[src/bgc_pkg.sv]
// Shared types and codes for the button gesture classifier.
`default_nettype none

package bgc_pkg;

  localparam int unsigned StampW = 16;
  localparam int unsigned TallyW = 2;
  localparam int unsigned CfgIdxW = 2;

  typedef enum logic [1:0] {
    CMD_PRESS   = 2'd0,
    CMD_RELEASE = 2'd1,
    CMD_TICK    = 2'd2,
    CMD_ROTATE  = 2'd3
  } cmd_t;

  typedef enum logic [1:0] {
    GEST_NONE   = 2'd0,
    GEST_SINGLE = 2'd1,
    GEST_DOUBLE = 2'd2,
    GEST_LONG   = 2'd3
  } gesture_t;

  localparam logic [CfgIdxW-1:0] CFG_DOUBLE_WINDOW = 2'd0;
  localparam logic [CfgIdxW-1:0] CFG_LONG_TIME     = 2'd1;
  localparam logic [CfgIdxW-1:0] CFG_ROTATE_TIME   = 2'd2;

  localparam logic [StampW-1:0] DOUBLE_WINDOW_RST = 16'd300;
  localparam logic [StampW-1:0] LONG_TIME_RST     = 16'd1000;
  localparam logic [StampW-1:0] ROTATE_TIME_RST   = 16'd500;

  localparam logic [TallyW-1:0] TALLY_ZERO = 2'd0;
  localparam logic [TallyW-1:0] TALLY_ONE  = 2'd1;
  localparam logic [TallyW-1:0] TALLY_TWO  = 2'd2;
  localparam logic [TallyW-1:0] TALLY_MAX  = 2'd3;

endpackage

`default_nettype wire

[src/button_gesture_classifier.sv]
// Top level of the button gesture classifier: input stage, gesture logic, result register.
`default_nettype none

// Channel   Direction  Handshake              Payload
// in        sink       in_valid / in_stall    command[1:0], now_ms[15:0]
// out       source     out_valid / out_stall  gesture[1:0]
// cfg       sink       cfg_valid / cfg_ready  cfg_index[1:0], cfg_data[15:0]
//
// One item per cycle sustained while the output is not stalled; the input is
// registered, then the gesture logic feeds the result register.
// Synchronous reset clears press state, valids and restores register defaults.
// A stalled result holds the input stage; the input stage still takes one
// item while a result waits. cfg_ready is always high.

module button_gesture_classifier import bgc_pkg::*; (
  input  wire                 clk,
  input  wire                 rst,
  input  wire                 in_valid,
  output logic                in_stall,
  input  wire  [1:0]          command,
  input  wire  [StampW-1:0]   now_ms,
  output logic                out_valid,
  input  wire                 out_stall,
  output logic [1:0]          gesture,
  input  wire                 cfg_valid,
  output logic                cfg_ready,
  input  wire  [CfgIdxW-1:0]  cfg_index,
  input  wire  [StampW-1:0]   cfg_data
);

  logic [StampW-1:0] double_window;
  logic [StampW-1:0] long_time;
  logic [StampW-1:0] rotate_time;

  logic              s1_valid;
  cmd_t              s1_cmd;
  logic [StampW-1:0] s1_now;

  logic [StampW-1:0] last_press_stamp;
  logic [TallyW-1:0] press_tally;
  logic              held;

  logic [StampW-1:0] last_press_stamp_next;
  logic [TallyW-1:0] press_tally_next;
  logic              held_next;
  gesture_t          gesture_next;
  logic [StampW-1:0] dt;
  logic [TallyW-1:0] tally_inc;
  logic              s1_adv;
  logic              in_xfer;

  assign cfg_ready = 1'b1;
  assign s1_adv    = s1_valid && !(out_valid && out_stall);
  assign in_stall  = s1_valid && !s1_adv;
  assign in_xfer   = in_valid && !in_stall;

  always_ff @(posedge clk) begin
    if (rst) begin
      double_window <= DOUBLE_WINDOW_RST;
      long_time     <= LONG_TIME_RST;
      rotate_time   <= ROTATE_TIME_RST;
    end else if (cfg_valid && cfg_ready) begin
      unique case (cfg_index)
        CFG_DOUBLE_WINDOW: double_window <= cfg_data;
        CFG_LONG_TIME:     long_time     <= cfg_data;
        CFG_ROTATE_TIME:   rotate_time   <= cfg_data;
        default: ;
      endcase
    end
  end

  // input stage
  always_ff @(posedge clk) begin
    if (rst) begin
      s1_valid <= 1'b0;
    end else if (in_xfer) begin
      s1_valid <= 1'b1;
    end else if (s1_adv) begin
      s1_valid <= 1'b0;
    end
  end

  always_ff @(posedge clk) begin
    if (in_xfer) begin
      s1_cmd <= cmd_t'(command);
      s1_now <= now_ms;
    end
  end

  assign dt        = s1_now - last_press_stamp;
  assign tally_inc = (press_tally == TALLY_MAX) ? TALLY_MAX : press_tally + TALLY_ONE;

  always_comb begin
    last_press_stamp_next = last_press_stamp;
    press_tally_next      = press_tally;
    held_next             = held;
    gesture_next          = GEST_NONE;
    unique case (s1_cmd)
      CMD_PRESS: begin
        if (!held) begin
          held_next             = 1'b1;
          press_tally_next      = tally_inc;
          last_press_stamp_next = s1_now;
          if (tally_inc == TALLY_TWO && dt <= double_window) begin
            gesture_next     = GEST_DOUBLE;
            press_tally_next = TALLY_ZERO;
          end
        end
      end
      CMD_RELEASE: begin
        if (held) begin
          held_next = 1'b0;
          if (press_tally == TALLY_ONE) begin
            priority if (dt > long_time) begin
              gesture_next     = GEST_LONG;
              press_tally_next = TALLY_ZERO;
            end else if (dt > double_window) begin
              gesture_next     = GEST_SINGLE;
              press_tally_next = TALLY_ZERO;
            end else begin
              // hold the press pending
              press_tally_next = press_tally;
            end
          end
        end
      end
      CMD_TICK: begin
        if (press_tally == TALLY_ONE) begin
          priority if (held && dt > long_time) begin
            gesture_next     = GEST_LONG;
            press_tally_next = TALLY_ZERO;
          end else if (!held && dt > double_window) begin
            gesture_next     = GEST_SINGLE;
            press_tally_next = TALLY_ZERO;
          end else begin
            // hold the press pending
            press_tally_next = press_tally;
          end
        end
      end
      CMD_ROTATE: begin
        if (press_tally == TALLY_ONE && dt > rotate_time) begin
          gesture_next = GEST_SINGLE;
        end
        press_tally_next = TALLY_ZERO;
      end
      default: ;
    endcase
  end

  // commit state only when the item moves into the result register
  always_ff @(posedge clk) begin
    if (rst) begin
      last_press_stamp <= '0;
      press_tally      <= TALLY_ZERO;
      held             <= 1'b0;
    end else if (s1_adv) begin
      last_press_stamp <= last_press_stamp_next;
      press_tally      <= press_tally_next;
      held             <= held_next;
    end
  end

  always_ff @(posedge clk) begin
    if (rst) begin
      out_valid <= 1'b0;
    end else if (s1_adv) begin
      out_valid <= 1'b1;
    end else if (!out_stall) begin
      out_valid <= 1'b0;
    end
  end

  always_ff @(posedge clk) begin
    if (s1_adv) begin
      gesture <= gesture_next;
    end
  end

  a_rotate_clears: assert property (@(posedge clk) disable iff (rst)
    s1_adv && s1_cmd == CMD_ROTATE |=> press_tally == TALLY_ZERO)
    else $error("rotation switch left a pending press");

  a_gesture_clears: assert property (@(posedge clk) disable iff (rst)
    s1_adv && gesture_next != GEST_NONE |=> press_tally == TALLY_ZERO)
    else $error("reported gesture did not clear the tally");

  a_press_holds: assert property (@(posedge clk) disable iff (rst)
    s1_adv && s1_cmd == CMD_PRESS |=> held)
    else $error("press did not set held");

  a_long_single_press: assert property (@(posedge clk) disable iff (rst)
    s1_adv && gesture_next == GEST_LONG |-> press_tally == TALLY_ONE)
    else $error("long press reported without exactly one pending press");

  a_stage_holds: assert property (@(posedge clk) disable iff (rst)
    in_stall |=> s1_valid && $stable(s1_now) && $stable(s1_cmd))
    else $error("input stage changed while stalled");

endmodule

`default_nettype wire

[config.mk]
export PLATFORM = sky130hd
export DESIGN_NAME = button_gesture_classifier
export DESIGN_NICKNAME = d
export VERILOG_FILES = /design/src/bgc_pkg.sv /design/src/button_gesture_classifier.sv
export SDC_FILE = /design/constraint.sdc
export NUM_CORES = 1
export LEC_CHECK = 0
export ABC_AREA = 1
export BUFFER_PORTS_ARGS = -buffer_cell sky130_fd_sc_hd__buf_2
export CAP_MARGIN = 20
export CORE_MARGIN = 2
export CORE_UTILIZATION = 29
export DETAILED_ROUTE_END_ITERATION = 6
export GPL_TIMING_DRIVEN = 0
export PLACE_DENSITY = 0.48
export SLEW_MARGIN = 25
export SYNTH_ARGS = -nofsm -noshare
export SYNTH_HDL_FRONTEND = slang
export SYNTH_SLANG_ARGS = --single-unit
[constraint.sdc]
create_clock -name clk -period 3.4 [get_ports clk]
set_input_delay 0.34 -clock clk [delete_from_list [all_inputs] [get_ports clk]]
set_output_delay 0.34 -clock clk [all_outputs]
set_load 0.005 [all_outputs]
==> flow_summary.yaml <==
floorplan:
  start_util_pct: 29.6
  die_h_um: 137
  dieArea_sq_um: 18700
  rows: 48
  io_pins: 46
  coreArea_sq_um: 17200
  die_w_um: 137
sta:
  finalCriticalPeriod_ns: 3.27
  max_slew_margin_pct: 50.9
  post-route-period-util_pct: 96.3
  fin_hold_ws_ns: 0.153
  finalSetupViolations: 0
  tightest_slew_ns: 0.736
  finClkSkew_ns: 0.00904
  fmax_mhz: 306
  hold_viol: 0
  slew_violations: 0
cells_and_area:
  fin_area_sq_um: 6460
  layout-drive-gt1-share_pct: 24.7
  final_nets: 801
  area_growth_syn_to_layout_pct: 26.4
  diodes: 0
global_route:
  grt_first_pass_wirelength_mm: 20.5
  grt_pass1_vias: 4155
  grt.overflow.total: 0
  met3_usage_pct: 2.52
  grt_max_degree: 19
  grtUsageMet2_pct: 24.3
  antenna_found_initial: 0
  grt-busiest-layer: "met2"
  use_met1_pct: 18.2
  globalRouteTotalUtil_pct: 14.5
power:
  clock_power_share_pct: 33.6
  power_density_nw_per_um2: 457
  seq_power_share_pct: 39.3
  p_sw_share_pct: 31.2
  ir_drop_mv: 0.241
  p_comb_share_pct: 27.0
  p_int_mw: 2.03
  p_leak_nw: 2.77
  power.switching_mw: 0.922
synthesis:
  synth_top_area_share_pct: 27.0
  ys_async_sr_fraction_pct: 0
  yosysTopAreaCell: "dfxtp_1"
  netlist_top_cells_area: "dfxtp_1, ha_1, edfxtp_1, a21oi_1, inv_1"
  yosys_warnings: 0
  synth_edf_count: 20
  synth_flop_cell: "dfxtp_1"
  syn-cell-area_sq_um: 5110
  ys_seq_area_share_pct: 38.8
  synthCells: 624
  synth_most_common_cell: "inv_1"
  netlist_top_cells_count: "inv_1, nand2_1, a21oi_1"
  ys_ff_latch: 89
  syn_nets: 729
  synthDistinctLibCells: 38
  synth_area_per_cell_sq_um: 8.19
drt:
  wl_per_cell_um: 14.3
  postRouteWirelength_mm: 13.3
  drtPass1Iterations: 4
  vias: 4318
  viasPerCell: 4.66
  ant_nets: 0
  drc: 0
  drtIter0Drc: 119
worst_setup_path:
  r2r-start: "s1_now[0]"
  worstSetupPathType: "reg2reg"
  r2r_setup_slack_ns: 0.13
  required_ns: 3.49
  endpoint_kind: "register"
  reg2reg_to: "gesture[0]"
  crit_fanout: 3
  crit_arrival_ns: 3.36
  rr_worst_depth: 18
  worstSetupStartpointType: "register"
outcome:
  run_status: "finished clean"
run:
  maxCapViolCount: 0
clock_tree:
  htreeDepth: 3
  cts_hold_buf: 0
  cts_tree: "yes"
  cts_buffer_depth: 2
  numCtsBuffers: 9
  cts.clk_slew.worst_paths_ns: 0.07
  clock-sinks: 89
  cts_root_buf: "clkbuf_16"
  clk_latency_ns: 0.36
placement:
  hpwl_mm: 9.93
  io_buffer_count: 44
  dpl_cell_area_sq_um: 5610
  gp_congestion: 0.852
worst_hold_path:
  min_from: "now_ms[14]"
  hp-class: "in2reg"
  whs_path_depth: 1
  hold_end: "s1_now[14]"
[critical path, stage by stage, from the launching register on]
cell	delay, ns
edfxtp_1	0.36
inv_2	0.06
ha_4	0.17
fa_2	0.42
o21ai_4	0.22
a21oi_4	0.10
o21ai_4	0.19
a21oi_2	0.10
xor2_2	0.25
buf_4	0.16
ha_1	0.21
nand2_1	0.09
inv_1	0.04
nand3_1	0.12
inv_1	0.06
a21oi_1	0.20
nand2_1	0.08
nand4_1	0.08
nand3_2	0.09
[power groups by stage]
| stage | combinational [mW] | sequential, mW | clock, mW |
|---|---|---|---|
| after global placement | 0.626 | 1.18 | 0 |
| after CTS | 0.658 | 1.16 | 1.02 |
| after floorplan | 0.458 | 1.17 | 0 |
| after global routing | 0.906 | 1.16 | 1.06 |
| after detailed placement | 0.640 | 1.18 | 0 |
| final | 0.798 | 1.16 | 0.993 |
[how the worst max path moves through the flow]
stage | slack, ns | to | cells past startpoint | start
2_1_floorplan | 0.44 | gesture[0] | 17 | s1_now[0]
3_3_place_gp | -0.22 | gesture[0] | 17 | s1_now[0]
3_5_place_dp | -0.21 | gesture[0] | 17 | s1_now[0]
4_1_cts | 0.0005 | gesture[0] | 17 | s1_now[0]
5_1_grt | -0.05 | press_tally[0] | 21 | s1_now[7]
6_report | 0.13 | gesture[0] | 18 | s1_now[0]
[registers in the layout (all words and copies together) (netlist names)]
signal	cells
double_window	16
gesture	2
rotate_time	16
press_tally	2
last_press_stamp	16
s1_now	16
s1_valid	1
s1_cmd	2
held	1
out_valid	1
long_time	16
[layout make-up]
type / count / area [sq um]
plain buffers: 17 / 100
clock buffers: 13 / 240
clock inverters: 3 / 42.5
fillers: 1772 / 10800
inverters: 105 / 394
multi-input cells: 413 / 3070
flip-flops and latches: 89 / 1980
well taps: 225 / 282
repair buffers: 61 / 352
[timing repair]
action	4_1_cts	5_1_grt
endpoints found under the setup margin	4	4
pin swaps	3	42
buffers inserted	1	16
hold endpoints to repair	0	0
cloned	0	0
gates resized for setup	9	70
[layer usage]
metal	vias to the layer above	share of wire, %
met5	-	0
li1	2229	-
met2	58	48
met4	0	2.3
met3	19	2.7
met1	2012	47
[cell usage in the layout (no fill, tap or decap), types with 2 or more instances in the layout]
cell and n:
o211ai_1 17, nand4_1 4, o21ai_1 8, xnor2_2 2, o21bai_1 2, nand3_1 8
dfxtp_1 69, buf_6 4, xor2_2 5, o21ai_4 2, a21oi_2 8, xor2_4 3
xor2_1 2, buf_4 17, nand3_2 8, a21oi_4 2, nor3_2 2, nor3_4 4
clkbuf_1 8, clkbuf_16 9, o21ai_0 48, nand2_1 82, ha_4 10, nor2_4 3
ha_1 51, o21ai_2 4, nor2_1 26, edfxtp_1 20, a31oi_2 3, nand2_2 12
xnor2_1 3, ha_2 2, nor3_1 3, inv_2 9, inv_1 96, a21o_1 2
buf_2 52, a21oi_1 76, nor2_2 4
[cells by family after synthesis]
logic type      synth area share (%)
buf+inv                         9.67
xor+xnor                        2.57
compound gates                  19.1
simple gates                    14.0
fa+ha+maj                       15.8
flops                           38.8
other cells                   0.0734
[stage by stage]
step                      setup TNS [ns]  cells  total power, mW  utilization (%)  setup slack [ns]
after floorplan                        0    624             1.63                -             0.442
after global placement            -0.634    893             1.81             32.5            -0.219
after detailed placement          -0.593    893             1.82             32.5            -0.212
after CTS                              0    910             2.84             34.6          0.000455
after global routing              -0.137    926             3.13             37.5           -0.0542
final                                  0    926             2.95             37.5             0.127
Note: power is estimated with default switching activity, not from simulation.
